===== src/design/assert_macros.svh =====
// ----------------------------------------------------------------------------
// assert_macros.svh
// Concurrent assertion helpers used by magnetometer_iron_correction_core.
// ----------------------------------------------------------------------------
`ifndef ASSERT_MACROS_SVH
`define ASSERT_MACROS_SVH

// Property must hold at every clock edge outside reset.
`define AST_PROP(label, clk, rst, prop, msg) \
  label: assert property (@(posedge clk) disable iff (rst) (prop)) \
    else $error(msg);

// Condition must never be seen at a clock edge outside reset.
`define AST_NEVER(label, clk, rst, cond, msg) \
  label: assert property (@(posedge clk) disable iff (rst) !(cond)) \
    else $error(msg);

`endif


===== src/design/mic_pkg.sv =====
// ----------------------------------------------------------------------------
// mic_pkg
// Types, widths and register codes for the magnetometer iron correction core.
// ----------------------------------------------------------------------------
package mic_pkg;

  localparam int unsigned AXES                 = 3;
  localparam int unsigned SAMPLE_W             = 16;
  localparam int unsigned DIFF_W               = SAMPLE_W + 1;
  localparam int unsigned COEF_W               = 20;
  localparam int unsigned PROD_W               = DIFF_W + COEF_W;
  localparam int unsigned SUM_W                = PROD_W + 2;
  localparam int unsigned OFFSET_W             = AXES * SAMPLE_W;
  localparam int unsigned ROW_W                = AXES * COEF_W;
  localparam int unsigned CFG_DATA_W           = ROW_W;
  localparam int unsigned CFG_INDEX_W          = 2;
  localparam int unsigned COEF_FRAC_BITS_DEFAULT = 16;

  localparam int OUT_MAX = 32767;
  localparam int OUT_MIN = -32768;

  // Configuration register indexes
  localparam logic [CFG_INDEX_W-1:0] REG_OFFSET = 2'd0;
  localparam logic [CFG_INDEX_W-1:0] REG_ROW_X  = 2'd1;
  localparam logic [CFG_INDEX_W-1:0] REG_ROW_Y  = 2'd2;
  localparam logic [CFG_INDEX_W-1:0] REG_ROW_Z  = 2'd3;

  typedef logic [DIFF_W-1:0] diff_t;
  typedef diff_t [AXES-1:0]  diff_vec_t;
  typedef logic [ROW_W-1:0]  row_t;

  typedef struct packed {
    logic [7:0] x_low_byte;
    logic [7:0] x_high_byte;
    logic [7:0] y_low_byte;
    logic [7:0] y_high_byte;
    logic [7:0] z_low_byte;
    logic [7:0] z_high_byte;
  } sample_t;

  typedef struct packed {
    logic signed [SAMPLE_W-1:0] x_corrected;
    logic signed [SAMPLE_W-1:0] y_corrected;
    logic signed [SAMPLE_W-1:0] z_corrected;
    logic                       saturated;
  } result_t;

  // What one lane hands to the merge stage
  typedef struct packed {
    logic [SAMPLE_W-1:0] value;
    logic                clip;
  } lane_out_t;

  typedef lane_out_t [AXES-1:0] lane_vec_t;

endpackage


===== src/design/mic_merge.sv =====
// ----------------------------------------------------------------------------
// mic_merge
// Collects the three lane results, folds the clip flags, drives the output.
// ----------------------------------------------------------------------------
module mic_merge (
  input  logic                clk,
  input  logic                rst,
  input  logic                lanes_valid,
  input  mic_pkg::lane_vec_t  lanes,
  output logic                result_valid,
  output mic_pkg::result_t    result
);

  always_ff @(posedge clk) begin
    if (rst) begin
      result_valid <= 1'b0;
    end else begin
      result_valid <= lanes_valid;
    end
  end

  always_ff @(posedge clk) begin
    result.x_corrected <= $signed(lanes[0].value);
    result.y_corrected <= $signed(lanes[1].value);
    result.z_corrected <= $signed(lanes[2].value);
    result.saturated   <= lanes[0].clip | lanes[1].clip | lanes[2].clip;
  end

endmodule


===== config.mk =====
export PLATFORM = sky130hd
export DESIGN_NAME = mic_merge
export DESIGN_NICKNAME = d
export VERILOG_FILES = /design/src/design/assert_macros.svh /design/src/design/mic_pkg.sv /design/src/design/mic_merge.sv
export SDC_FILE = /design/constraint.sdc
export NUM_CORES = 1
export LEC_CHECK = 0
export ABC_AREA = 0
export ABC_CLOCK_PERIOD_IN_PS = 800
export BUFFER_PORTS_ARGS = -buffer_cell sky130_fd_sc_hd__buf_2
export CORE_MARGIN = 3
export CORE_UTILIZATION = 33
export DETAILED_ROUTE_END_ITERATION = 10
export HOLD_SLACK_MARGIN = 0.05
export MAX_ROUTING_LAYER = met4
export PLACE_DENSITY = 0.76
export SLEW_MARGIN = 15
export SYNTH_ARGS = -nofsm -noshare
export SYNTH_HDL_FRONTEND = slang
export SYNTH_SLANG_ARGS = --single-unit

===== constraint.sdc =====
create_clock -name clk -period 0.8 [get_ports clk]
set_input_delay 0.16 -clock clk [delete_from_list [all_inputs] [get_ports clk]]
set_output_delay 0.16 -clock clk [all_outputs]
set_load 0.1 [all_outputs]

==> flow_summary.ini, run 1 <==
[synth]
ys_types = 3
syn-num-nets = 106
synth-warning-count = 0
synth.avg_cell_area_sq_um = 19.5
netlist_area_sq_um = 1010
ys_seq_area_frac = 0.988
syn_inst = 52
ys_ff_latch = 50

[cts]
cts_buffers = 5
cts.repair.resized = 0
cts.htree.levels = 2
cts.sinks = 50
cts-hold-fix-buffers = 50
clock_path_buffers = 2
post_cts_buffers = 0
clock_tree.root_cell = clkbuf_4

[run_status]
firstError = [ERROR DPL-0038] Utilization greater than 100%, impossible to legalize
status = aborted with a tool error
stop_stage = clock tree synthesis

[die]
dieHeight_um = 61.4
die_x_um = 61.4
ioPinCount = 104
initial_core_util = 0.358
rows = 19

[place]
gp_congestion = 0.673
portBuffers = 103
==> synth_stat cells, drive strengths merged <==
cell   count  share of area
dfxtp     50           0.99
nor2b      1         0.0062
or3        1         0.0062
==> stage by stage <==
| stage | area (sq um) | cells | worst slack [ns] | hold WS (ns) | util |
|---|---|---|---|---|---|
| floorplan | 1080 | 52 | 0.0142 | 0.188 | - |
| global placement | 2380 | 186 | 0.0724 | 0.262 | 0.842 |
| detailed placement | 2380 | 186 | 0.0437 | 0.264 | 0.842 |
==> cells by family after synthesis <==
logic type | after synthesis | share of synthesized area
flops | 50 | 0.988
simple gates | 2 | 0.0124
==> run 2, diff against run 1 <==
CORE_UTILIZATION = 26   (was 33)
HOLD_SLACK_MARGIN = not set   (was 0.05)
MAX_ROUTING_LAYER = not set   (was met4)
PLACE_DENSITY = not set   (was 0.76)
PLACE_DENSITY_LB_ADDON = 0.15   (was not set)
==> run 2 against run 1 <==
Against the previous run: synthesized cell count unchanged; the flow now finishes, with violations (negative setup slack); synthesized area is the same.
==> flow_summary.ini, run 2 <==
[worst_setup_path]
slowest_stage = dfxtp_2
path_buf_inv = 1
critPathCaptureType = primary output
crit_type = reg -> out
path_max_fanout = 1
cp_top_family = flip-flops
arrival_ns = 0.81
crit_path_start_kind = flop
cpPeakStageDelay_ns = 0.35
path_cells = buf_12
critical_path_required_ns = 0.64

[synth]
yosys.area.top_type = dfxtp_1
syn-num-nets = 106
ys.flop_type = dfxtp_1
async_flop_share = 0
synth-warning-count = 0
ys_ff_latch = 50
ys_top_cells_by_count = 50 x dfxtp_1, 1 x nor2b_1, 1 x or3_1
synth.area.top_cells = dfxtp_1 99%, nor2b_1 0.62%, or3_1 0.62%
yosysTopAreaCellShare = 0.988
netlist_area_sq_um = 1010
synth.avg_cell_area_sq_um = 19.5
syn_inst = 52
ys_types = 3
yosysMostFrequentCell = dfxtp_1
ys_seq_area_frac = 0.988
synth_edf_count = 0

[timing]
max_freq_mhz = 1030
timing.hold.ws_ns = 0.0172
relSlewSlack = 0.940
maxSlewViolCount = 0
fin_ws_ns = -0.173
finalCritPeriodShare = 1.22
final-setup-viol-count = 50
hold_violations = 0
worstMarginPinSlew_ns = 0.0898
fin_crit_ns = 0.973
rsz0062_at_grt = true

[place]
gp_congestion = 0.640
post-place-cells = 203
portBuffers = 103
pre_cts_ws_ns = 0.0504

[power_and_ir_drop]
powerDensity_nw_per_um2 = 2090
p_leak_nw = 1.36
power_mw = 6.25
irDropWorstVdd_uv = 1460

[die]
initial_core_util = 0.273
die_x_um = 68.4
dieHeight_um = 68.4
ioPinCount = 104
coreArea_sq_um = 3720
rows = 22
die_area_sq_um = 4680

[drt]
antenna_left = 0
drc = 0
dr.first_iter.drc_count = 20
vias = 960
dr.pass1.iters = 3
routedWlPerCell_um = 13.4
viasPerCell = 3.71
routed_wl_um = 3480

[layout]
post-route-util = 0.804
drive_above_1_share = 0.754
mostFrequentLayoutCells = 53 x buf_2, 50 x buf_12, 50 x dfxtp_2
largest_reg_flops = 49
layout_commonest_cell = buf_2
final_nets = 264
reg_top3 = result x49, result_valid x1
area_delta_synth_final_pct = 195
instances_no_fill = 259
num-fill-cells = 208
n_antenna_cell = 0
top_register = result

[cts]
cts_tree = built
cts_buffers = 5
clock_tree.root_cell = clkbuf_8
cts.htree.levels = 2
cts.repair.resized = 0
cts.sinks = 50
clock_path_buffers = 2
clkSlewWorstSetupHoldPaths_ns = 0.08
post_cts_buffers = 0

[min_path]
worstHoldStart = rst
hp-class = in -> reg
holdPathEnd = result_valid
holdPathStages = 2

[global_routing]
grt_pass1_vias = 1079
antenna_found_initial = 0
grt_pass1_wl_um = 5170
grt.met3_usage = 0.0903
grt_max_degree = 15
grt-ovfl-total = 0
grtUsageMet2 = 0.286
grt_usage = 0.158
grt_use_met1 = 0.145
grt-busiest-layer = met2

[run_status]
status = finished, violations left
violations = negative setup slack

[run]
drv_cap = 0
run 2: cell counts after synthesis:
No cell type changed its count.
run 2: area by class of cell:
| class | count | area, sq um | area share |
|---|---|---|---|
| timing repair buffer | 151 | 1750 | 0.584 |
| clock buffer | 7 | 76.3 | 0.0255 |
| multi-input combinational | 2 | 12.5 | 0.00419 |
| tap | 48 | 60.1 | 0.0201 |
| sequential | 50 | 1060 | 0.356 |
| clock inverter | 1 | 30.0 | 0.0100 |
run 2: logic make-up after synthesis:
logic type,Yosys count,synth area share
and+or+nand+nor,2,0.0124
DFF,50,0.988
run 2: worst max path at each step:
stage | start | slack, ns | cells past startpoint | end
3_5_place_dp | lanes[17] | 0.05 | 2 | result[0]
5_1_grt | result[11] | -0.22 | 1 | result[11]
6_report | result[22] | -0.17 | 1 | result[22]
3_3_place_gp | lanes[17] | 0.08 | 2 | result[0]
2_1_floorplan | result[0] | 0.01 | 0 | result[0]
4_1_cts | result[47] | -0.19 | 1 | result[47]
run 2: stage by stage:
| step | setup TNS [ns] | cell area [sq um] |
|---|---|---|
| after floorplan | 0 | 1080 |
| after global placement | 0 | 2400 |
| after detailed placement | 0 | 2400 |
| after CTS | -8.92 | 2990 |
| after global routing | -9.90 | 2990 |
| final | -8.09 | 2990 |
run 2: what timing repair did:
action                     4_1_cts  5_1_grt
hold endpoints to repair        48        0
pin swaps                        0        0
hold buffers                    48        0
setup endpoints to repair       50       50
run 2: routing by layer:
layer | wire, um | part of all wire
met2 | 1810 | 0.52
met3 | 522 | 0.15
met5 | 0 | 0
met4 | 23 | 0.0066
met1 | 1120 | 0.32
run 2: power by group:
group | switching (mW) | total [mW] | internal (mW)
Combinational | 1.10 | 1.84 | 0.742
Clock | 0.713 | 1.65 | 0.935
Sequential | 0.108 | 2.76 | 2.65
Total | 1.92 | 6.25 | 4.33
Note: power is estimated with default switching activity, not from simulation.
