## config.mk

```make
export PLATFORM = sky130hd
export DESIGN_NAME = mic_lane
export DESIGN_NICKNAME = d
export VERILOG_FILES = /design/src/design/assert_macros.svh /design/src/design/mic_pkg.sv /design/src/design/mic_lane.sv
export SDC_FILE = /design/constraint.sdc
export NUM_CORES = 2
export LEC_CHECK = 0
export BUFFER_PORTS_ARGS = -buffer_cell sky130_fd_sc_hd__buf_2
export CAP_MARGIN = 0
export CELL_PAD_IN_SITES_DETAIL_PLACEMENT = 2
export CELL_PAD_IN_SITES_GLOBAL_PLACEMENT = 2
export CORE_MARGIN = 3
export CORE_UTILIZATION = 46
export CTS_CLUSTER_SIZE = 40
export DETAILED_ROUTE_END_ITERATION = 8
export PLACE_DENSITY = 0.95
export SKIP_LAST_GASP = 1
export SLEW_MARGIN = 20
export SYNTH_ARGS = -nofsm -noshare
export SYNTH_HDL_FRONTEND = slang
export SYNTH_SLANG_ARGS = --single-unit
```

## constraint.sdc

```tcl
create_clock -name clk -period 11.65 [get_ports clk]
set_clock_uncertainty 0.05 [all_clocks]
set_input_delay 2.33 -clock clk [delete_from_list [all_inputs] [get_ports clk]]
set_output_delay 2.33 -clock clk [all_outputs]
set_load 0.005 [all_outputs]
```

## src/design/assert_macros.svh

```systemverilog
// ----------------------------------------------------------------------------
// assert_macros.svh
// Concurrent assertion helpers used by magnetometer_iron_correction_core.
// ----------------------------------------------------------------------------
`ifndef ASSERT_MACROS_SVH
`define ASSERT_MACROS_SVH

// Property must hold at every clock edge outside reset.
`define AST_PROP(label, clk, rst, prop, msg) \
  label: assert property (@(posedge clk) disable iff (rst) (prop)) \
    else $error(msg);

// Condition must never be seen at a clock edge outside reset.
`define AST_NEVER(label, clk, rst, cond, msg) \
  label: assert property (@(posedge clk) disable iff (rst) !(cond)) \
    else $error(msg);

`endif

```

## src/design/mic_pkg.sv

```systemverilog
// ----------------------------------------------------------------------------
// mic_pkg
// Types, widths and register codes for the magnetometer iron correction core.
// ----------------------------------------------------------------------------
package mic_pkg;

  localparam int unsigned AXES                 = 3;
  localparam int unsigned SAMPLE_W             = 16;
  localparam int unsigned DIFF_W               = SAMPLE_W + 1;
  localparam int unsigned COEF_W               = 20;
  localparam int unsigned PROD_W               = DIFF_W + COEF_W;
  localparam int unsigned SUM_W                = PROD_W + 2;
  localparam int unsigned OFFSET_W             = AXES * SAMPLE_W;
  localparam int unsigned ROW_W                = AXES * COEF_W;
  localparam int unsigned CFG_DATA_W           = ROW_W;
  localparam int unsigned CFG_INDEX_W          = 2;
  localparam int unsigned COEF_FRAC_BITS_DEFAULT = 16;

  localparam int OUT_MAX = 32767;
  localparam int OUT_MIN = -32768;

  // Configuration register indexes
  localparam logic [CFG_INDEX_W-1:0] REG_OFFSET = 2'd0;
  localparam logic [CFG_INDEX_W-1:0] REG_ROW_X  = 2'd1;
  localparam logic [CFG_INDEX_W-1:0] REG_ROW_Y  = 2'd2;
  localparam logic [CFG_INDEX_W-1:0] REG_ROW_Z  = 2'd3;

  typedef logic [DIFF_W-1:0] diff_t;
  typedef diff_t [AXES-1:0]  diff_vec_t;
  typedef logic [ROW_W-1:0]  row_t;

  typedef struct packed {
    logic [7:0] x_low_byte;
    logic [7:0] x_high_byte;
    logic [7:0] y_low_byte;
    logic [7:0] y_high_byte;
    logic [7:0] z_low_byte;
    logic [7:0] z_high_byte;
  } sample_t;

  typedef struct packed {
    logic signed [SAMPLE_W-1:0] x_corrected;
    logic signed [SAMPLE_W-1:0] y_corrected;
    logic signed [SAMPLE_W-1:0] z_corrected;
    logic                       saturated;
  } result_t;

  // What one lane hands to the merge stage
  typedef struct packed {
    logic [SAMPLE_W-1:0] value;
    logic                clip;
  } lane_out_t;

  typedef lane_out_t [AXES-1:0] lane_vec_t;

endpackage

```

## src/design/mic_lane.sv

```systemverilog
// ----------------------------------------------------------------------------
// mic_lane
// One matrix row: three products, registered sum, truncate toward zero and
// saturate to 16 bits.
// ----------------------------------------------------------------------------
module mic_lane #(
  parameter int unsigned COEF_FRAC_BITS = mic_pkg::COEF_FRAC_BITS_DEFAULT
) (
  input  logic                clk,
  input  mic_pkg::diff_vec_t  diff,
  input  mic_pkg::row_t       row,
  output mic_pkg::lane_out_t  lane_out
);

  localparam int unsigned PW = mic_pkg::PROD_W;
  localparam int unsigned SW = mic_pkg::SUM_W;
  localparam int unsigned CW = mic_pkg::COEF_W;

  localparam logic signed [SW-1:0] BIAS    = (SW'(1) << COEF_FRAC_BITS) - SW'(1);
  localparam logic signed [SW-1:0] SAT_MAX = SW'(mic_pkg::OUT_MAX);
  localparam logic signed [SW-1:0] SAT_MIN = SW'(mic_pkg::OUT_MIN);

  logic signed [PW-1:0] diff_ext [mic_pkg::AXES];
  logic signed [PW-1:0] coef_ext [mic_pkg::AXES];
  logic signed [PW-1:0] prod     [mic_pkg::AXES];
  logic signed [SW-1:0] sum;
  logic signed [SW-1:0] sum_adj;
  logic signed [SW-1:0] quot;

  always_comb begin
    for (int c = 0; c < mic_pkg::AXES; c++) begin
      diff_ext[c] = PW'($signed(diff[c]));
      coef_ext[c] = PW'($signed(row[c*CW +: CW]));
    end
  end

  always_ff @(posedge clk) begin
    for (int c = 0; c < mic_pkg::AXES; c++) begin
      prod[c] <= diff_ext[c] * coef_ext[c];
    end
    sum <= SW'(prod[0]) + SW'(prod[1]) + SW'(prod[2]);
  end

  // negative sums get a bias so the arithmetic shift rounds toward zero
  assign sum_adj = sum[SW-1] ? (sum + BIAS) : sum;
  assign quot    = sum_adj >>> COEF_FRAC_BITS;

  always_comb begin
    if (quot > SAT_MAX) begin
      lane_out.value = SAT_MAX[mic_pkg::SAMPLE_W-1:0];
      lane_out.clip  = 1'b1;
    end else if (quot < SAT_MIN) begin
      lane_out.value = SAT_MIN[mic_pkg::SAMPLE_W-1:0];
      lane_out.clip  = 1'b1;
    end else begin
      lane_out.value = quot[mic_pkg::SAMPLE_W-1:0];
      lane_out.clip  = 1'b0;
    end
  end

endmodule

```

Word level (Yosys, flattened, before mapping)
Memory sizes are Yosys's and may differ from the RTL's.
Index checks and enable logic that the tools add are counted.
{ "op_classes": {"magnitude_cmp": 2, "n_addsub": 3, "n_mux": 3, "multipliers": 3} }
{ "op_table": {"columns": ["operator", "count"], "rows": [
  ["17-bit by 20-bit multiplier with 37-bit output", 3],
  ["38-bit by 37-bit adder with 39-bit output", 1],
  ["39-bit by 17-bit adder with 39-bit output (second input constant)", 1],
  ["39-bit two-way mux", 1],
  ["37-bit by 37-bit adder with 38-bit output", 1],
  ["17-bit two-way mux", 2],
  ["23-bit by 16-bit > comparator with 1-bit output (second input constant)", 1],
  ["23-bit by 16-bit less-than comparator with 1-bit output (second input constant)", 1]
]} }
{ "totals": {"mem_count": 1, "output_inout_bits": 17, "in_bits": 112, "elab_cells": 13, "ram_bits": 111, "register_bits": 39} }
{ "mem_list": {"columns": ["name", "depth", "word_bits", "rd", "rd_clocked_by_memory_dff", "write_ports", "line_no", "source"], "rows": [
  ["prod", 3, 37, 3, 0, 3, "mic_lane.sv:25", "logic signed [PW-1:0] prod [mic_pkg::AXES];"]
]} }

Depth between registers and ports, before layout
{ "logic_depth": {"depth_word": 5, "ltp_mapped": 25, "mapped_depth_nobuf": 24} }

Worst setup path before layout
OpenSTA, ideal clock, no wires.
{ "synth_path": {"path_kind": "in2reg", "startpoint": "in diff[23] (netlist bit)", "endpoint": "mem prod[0][73] (netlist bit)", "n_path_buf": 1, "setup_ps": 95, "slack_ps": 3416, "cell_stages": 21, "t_arrival_ps": 8089, "required_time_ps": 11505, "cell_sequence": "clkbuf_1 > and2_1 > inv_1 > fa_1 > inv_1 > fa_1 > fa_1 > fa_1 > fa_1 > inv_1 > fa_1 > inv_1 > ha_1 > a21o_1 > a21o_1 > a21oi_1 > o221ai_1 > a21o_1 > a221o_1 > or2_2 > o311ai_1"} }
{ "synth_rtl": {"columns": ["element", "line_no", "source"], "rows": [
  ["start: declaration", "mic_lane.sv:10", "input mic_pkg::diff_vec_t diff,"],
  ["end: declaration", "mic_lane.sv:25", null]
]} }

==> results.txt <==
The run finished with clean final reports. Buffers inserted to repair hold after CTS numbered 0. Pin placement for this block handled 129 I/O pins.

For the pin with the worst max-slew slack, the measured transition is 0.974 ns. The critical path is of the in2reg type. Compared with the post-synthesis result, the final layout area differs by 5.10%. The first global-routing pass estimated 311,000 µm of wire. The run gives 0.0455 mm² as the finished layout cell area.

After synthesis, the largest area contributor takes up 49.1% of total cell area. Traced cell by cell, the critical path runs through buf_2 > and2_1 > fa_1 > inv_1 > fa_1 > fa_1 > inv_1 > ha_1 > fa_1 > inv_1 > fa_1 > inv_1 > ha_1 > a2111oi_0 > a211oi_1 > a21oi_1 > a21oi_1 > and3_1 > or2_2 > o311ai_1. Setup violations remaining at the end of the flow were counted as 0. Buffers inserted during post-CTS setup optimization: 0. Ranked by total cell area, the synthesized netlist is headed by sky130_fd_sc_hd__fa_1, sky130_fd_sc_hd__inv_1, sky130_fd_sc_hd__ha_1, sky130_fd_sc_hd__and2_1, sky130_fd_sc_hd__dfxtp_1. The tools report the root cell of the clock tree as sky130_fd_sc_hd__clkbuf_16. In this run the critical register-to-register path is launched from prod[0][37].

The critical path ends at prod[0][73]. The first TritonRoute pass finished after 6 iterations. Input and output buffers added on the ports amount to 128. In this run the horizontal extent of the chip is 313 µm. For this run, the top clock speed supported by timing is 108 MHz.

The synthesized area was 0.0433 mm²; the number of instances in the synthesized netlist was 4,611. Using the TritonRoute via totals, the vias-per-cell ratio works out to 6.26. The run gives 0.0978 mm² as the die area.

On the critical path, the stage with the largest delay is an instance of sky130_fd_sc_hd__a2111oi_0. The run gives 9.52 ns as the critical path arrival. The fraction of synthesized cell area in xor and xnor cells came out at 3.24%.

In this run the number of cells on the critical path is 20. Measured along the y axis, the die boundary spans 313 µm. The average routed wire per standard cell was 36.1 µm.

For the via count of the first global-routing pass, the log shows 44.9k. Grouping stages by cell kind, the critical path spends the most delay in adder cells. Once the floorplan was initialized, standard cells occupied 46.8% of the core. Of all cell types, the one taking the most synthesized area is sky130_fd_sc_hd__fa_1. For this run, the post-layout net count is 6,068. After the first detailed-routing iteration, the DRC count stood at 3,121. Headroom to the max-slew limit came out at 34.5%. For the total count of hold-check failures in the final report, the log shows 0. The most used flip-flop cell after synthesis is sky130_fd_sc_hd__dfxtp_1. The class of the most critical hold timing path was reg2reg. The synthesized design contains 150 register bits.

The maximum buffer depth of the clock tree is 2, and the number of warning messages in the yosys log is 0. For the final routed database, the setup TNS stands at 0 ns. The post-cts sizing count was 0; the adder and majority cell fraction of the synthesized area was 58.0%.

Sequential-to-total area share from yosys stat: 6.94%. CTS built an H-tree with a depth of 4. Critical path required time: 11.95 ns.

The final critical path takes up 79.2% of the cycle. The tools report the startpoint of the most critical setup path as diff[22]. Across the run, the number of max-cap violations was 0. The proportion of register bits with asynchronous set or reset after synthesis is 0%.

The run gives 49.2% as the final core utilization. Number of buffers added by the clock tree synthesis step: 17. Summed over all layers, the global routing overflow is 0. Entering global routing, the biggest net connects 21 pins. The number of fill cells was 9,754; the number of synthesized flops with an enable pin was 0. Summing the areas of all compound-gate instances in the mapped netlist gives 5.90% of the synthesized area. Global routing used 43.6% of the available tracks across all layers. The setup check on the worst reg-to-reg path leaves a slack of 6.90 ns.

By instance count, the cell type seen most on the critical path is sky130_fd_sc_hd__fa_1. For the worst-skew pair, the clock arrives at the later sink with an insertion delay of 0.47 ns. The largest family of logic cells by synthesized area was adder cells.

The depth of the most critical reg-to-reg path is 15, and the mux contribution to synthesized area is 0.0231%. After clock tree synthesis, the clock-pin slew on the worst setup and hold paths is 0.07 ns. The number of different library cells used by synthesis comes to 76. The congestion estimate from routability-driven global placement came to 0.848. The fraction of layout cells with a size suffix above 1 was 4.02%; the initial antenna violation count was 15. The half-perimeter wire length of the detailed placement result came out at 150,000 µm.

Once detail routing completed, the nets flagged for antenna violations numbered 0. Area fraction in and, or, nand and nor cells after synthesis: 15.1%. Across all layers, the routed design uses 36.6k vias. The worst setup path is captured at a register. For this design, the sink count on the clock tree is 150.

The clock period minus final worst setup slack is 9.23 ns. The average cell area after synthesis came out at 9.39 µm². The aggregate routed wire length was 211,000 µm; the cell area after placement was 0.0448 mm². Setup repair after global routing left no endpoint under its margin. TritonCTS built the clock tree. Synthesis produced a netlist with a net count of 6,094. For this run, design rule violations remaining after detail routing come to 0.

The run gives 0 as the final-report max-slew violation count. The floorplan has 111 rows. The critical path contains buffers and inverters numbering 5 combined. In this run the worst path has a maximum fanout of 20. Startpoint class of the critical path: an input port. The tools report the core area as 0.0925 mm². For this run, the slowest stage of the critical path takes 0.69 ns. In this run the critical register-to-register path is captured at sum[29].
==> per-stage QoR <==
stage          cells  setup slack, ns  hold slack (ns)
2_1_floorplan   4611             3.42            0.499
3_3_place_gp    5809             2.98            0.531
3_5_place_dp    5809             2.49            0.588
4_1_cts         5841             2.66            0.594
5_1_grt         5846             2.34            0.639
6_report        5849             2.42            0.597
==> cell usage after synthesis (5+ instances only) <==
cell type and instances:
sky130_fd_sc_hd__a211o_1 5, sky130_fd_sc_hd__a211oi_1 9, sky130_fd_sc_hd__a21boi_0 6, sky130_fd_sc_hd__a21o_1 59, sky130_fd_sc_hd__a21oi_1 104, sky130_fd_sc_hd__a31oi_1 9
sky130_fd_sc_hd__and2_1 494, sky130_fd_sc_hd__and3_1 14, sky130_fd_sc_hd__and4_1 5, sky130_fd_sc_hd__clkbuf_1 168, sky130_fd_sc_hd__dfxtp_1 150, sky130_fd_sc_hd__fa_1 1061
sky130_fd_sc_hd__ha_1 310, sky130_fd_sc_hd__inv_1 1065, sky130_fd_sc_hd__nand2_1 544, sky130_fd_sc_hd__nand2b_1 31, sky130_fd_sc_hd__nand3_1 23, sky130_fd_sc_hd__nand4_1 15
sky130_fd_sc_hd__nor2_1 119, sky130_fd_sc_hd__nor2b_1 11, sky130_fd_sc_hd__nor3_1 23, sky130_fd_sc_hd__nor4_1 9, sky130_fd_sc_hd__o211ai_1 6, sky130_fd_sc_hd__o21a_1 25
sky130_fd_sc_hd__o21ai_0 65, sky130_fd_sc_hd__o21bai_1 14, sky130_fd_sc_hd__o22ai_1 5, sky130_fd_sc_hd__o311ai_0 7, sky130_fd_sc_hd__o31ai_1 8, sky130_fd_sc_hd__or2_2 7
sky130_fd_sc_hd__or3_1 8, sky130_fd_sc_hd__xnor2_1 127, sky130_fd_sc_hd__xor2_1 33
==> area by class of cell <==
cell class	count	area, µm²	share of cell area [%]
multi-input cells	3222	35600	78.3
diodes	8	20.0	0.0440
clock inverters	12	173	0.380
well taps	1243	1560	3.42
inverters	1066	4000	8.80
flip-flops and latches	150	3000	6.60
clock buffers	20	467	1.03
repair buffers	128	641	1.41
==> layer usage <==
| layer | wire [µm] | part of all wire [%] | global-route usage [%] |
|---|---|---|---|
| met4 | 23200 | 11 | 38.3 |
| met5 | 11 | 0.0052 | 0 |
| met2 | 104000 | 49 | 75.0 |
| met1 | 68100 | 32 | 45.0 |
| met3 | 15400 | 7.3 | 9.24 |
==> worst min-delay path by stage <==
| stage | slack (ns) | end | from | cells after the start |
|---|---|---|---|---|
| final | 0.60 | sum[0] | prod[0][0] | 3 |
| after global routing | 0.64 | sum[0] | prod[0][0] | 3 |
| after CTS | 0.59 | sum[0] | prod[0][0] | 3 |
| after detailed placement | 0.59 | sum[0] | prod[0][0] | 3 |
| after global placement | 0.53 | sum[0] | prod[0][0] | 3 |
| after floorplan | 0.50 | sum[0] | prod[0][74] | 3 |
==> logic make-up (layout without fill, tap and decap cells) <==
logic type,count (synthesis),count (layout)
multiplexers,1,1
XOR/XNOR,160,160
other,0,8
AND/OR/NAND/NOR,1315,1315
flip-flops,150,150
AO/OA/AOI/OAI,375,375
adder cells (fa/ha/maj),1371,1371
buffers and inverters,1239,1226
==> layout by cell type, fill, tap and decap left out, types with 17 or more instances in the layout <==
cell type / Yosys / final
sky130_fd_sc_hd__a21oi_1: 104 / 103
sky130_fd_sc_hd__o21ai_0: 65 / 65
sky130_fd_sc_hd__nand2_1: 544 / 544
sky130_fd_sc_hd__and2_1: 494 / 494
sky130_fd_sc_hd__ha_1: 310 / 310
sky130_fd_sc_hd__inv_1: 1065 / 1065
sky130_fd_sc_hd__o21a_1: 25 / 25
sky130_fd_sc_hd__xnor2_1: 127 / 127
sky130_fd_sc_hd__buf_2: 0 / 128
sky130_fd_sc_hd__nand3_1: 23 / 23
sky130_fd_sc_hd__nand2b_1: 31 / 31
sky130_fd_sc_hd__nor3_1: 23 / 23
sky130_fd_sc_hd__a21o_1: 59 / 59
sky130_fd_sc_hd__xor2_1: 33 / 33
sky130_fd_sc_hd__fa_1: 1061 / 1061
sky130_fd_sc_hd__nor2_1: 119 / 119
sky130_fd_sc_hd__clkbuf_16: 0 / 17
sky130_fd_sc_hd__dfxtp_1: 150 / 150
==> registers in the layout, summed over array words and instances (netlist names) <==
signal / count
prod: 111
sum: 39
==> tightest hold or removal path: stages, from the launching register on <==
cell	delay [ns]
sky130_fd_sc_hd__dfxtp_1	0.30
sky130_fd_sc_hd__inv_1	0.08
sky130_fd_sc_hd__fa_1	0.17
sky130_fd_sc_hd__inv_1	0.05
Power is not shown: default switching activity piles up to over one toggle a cycle in this logic, so the estimate is an artifact.
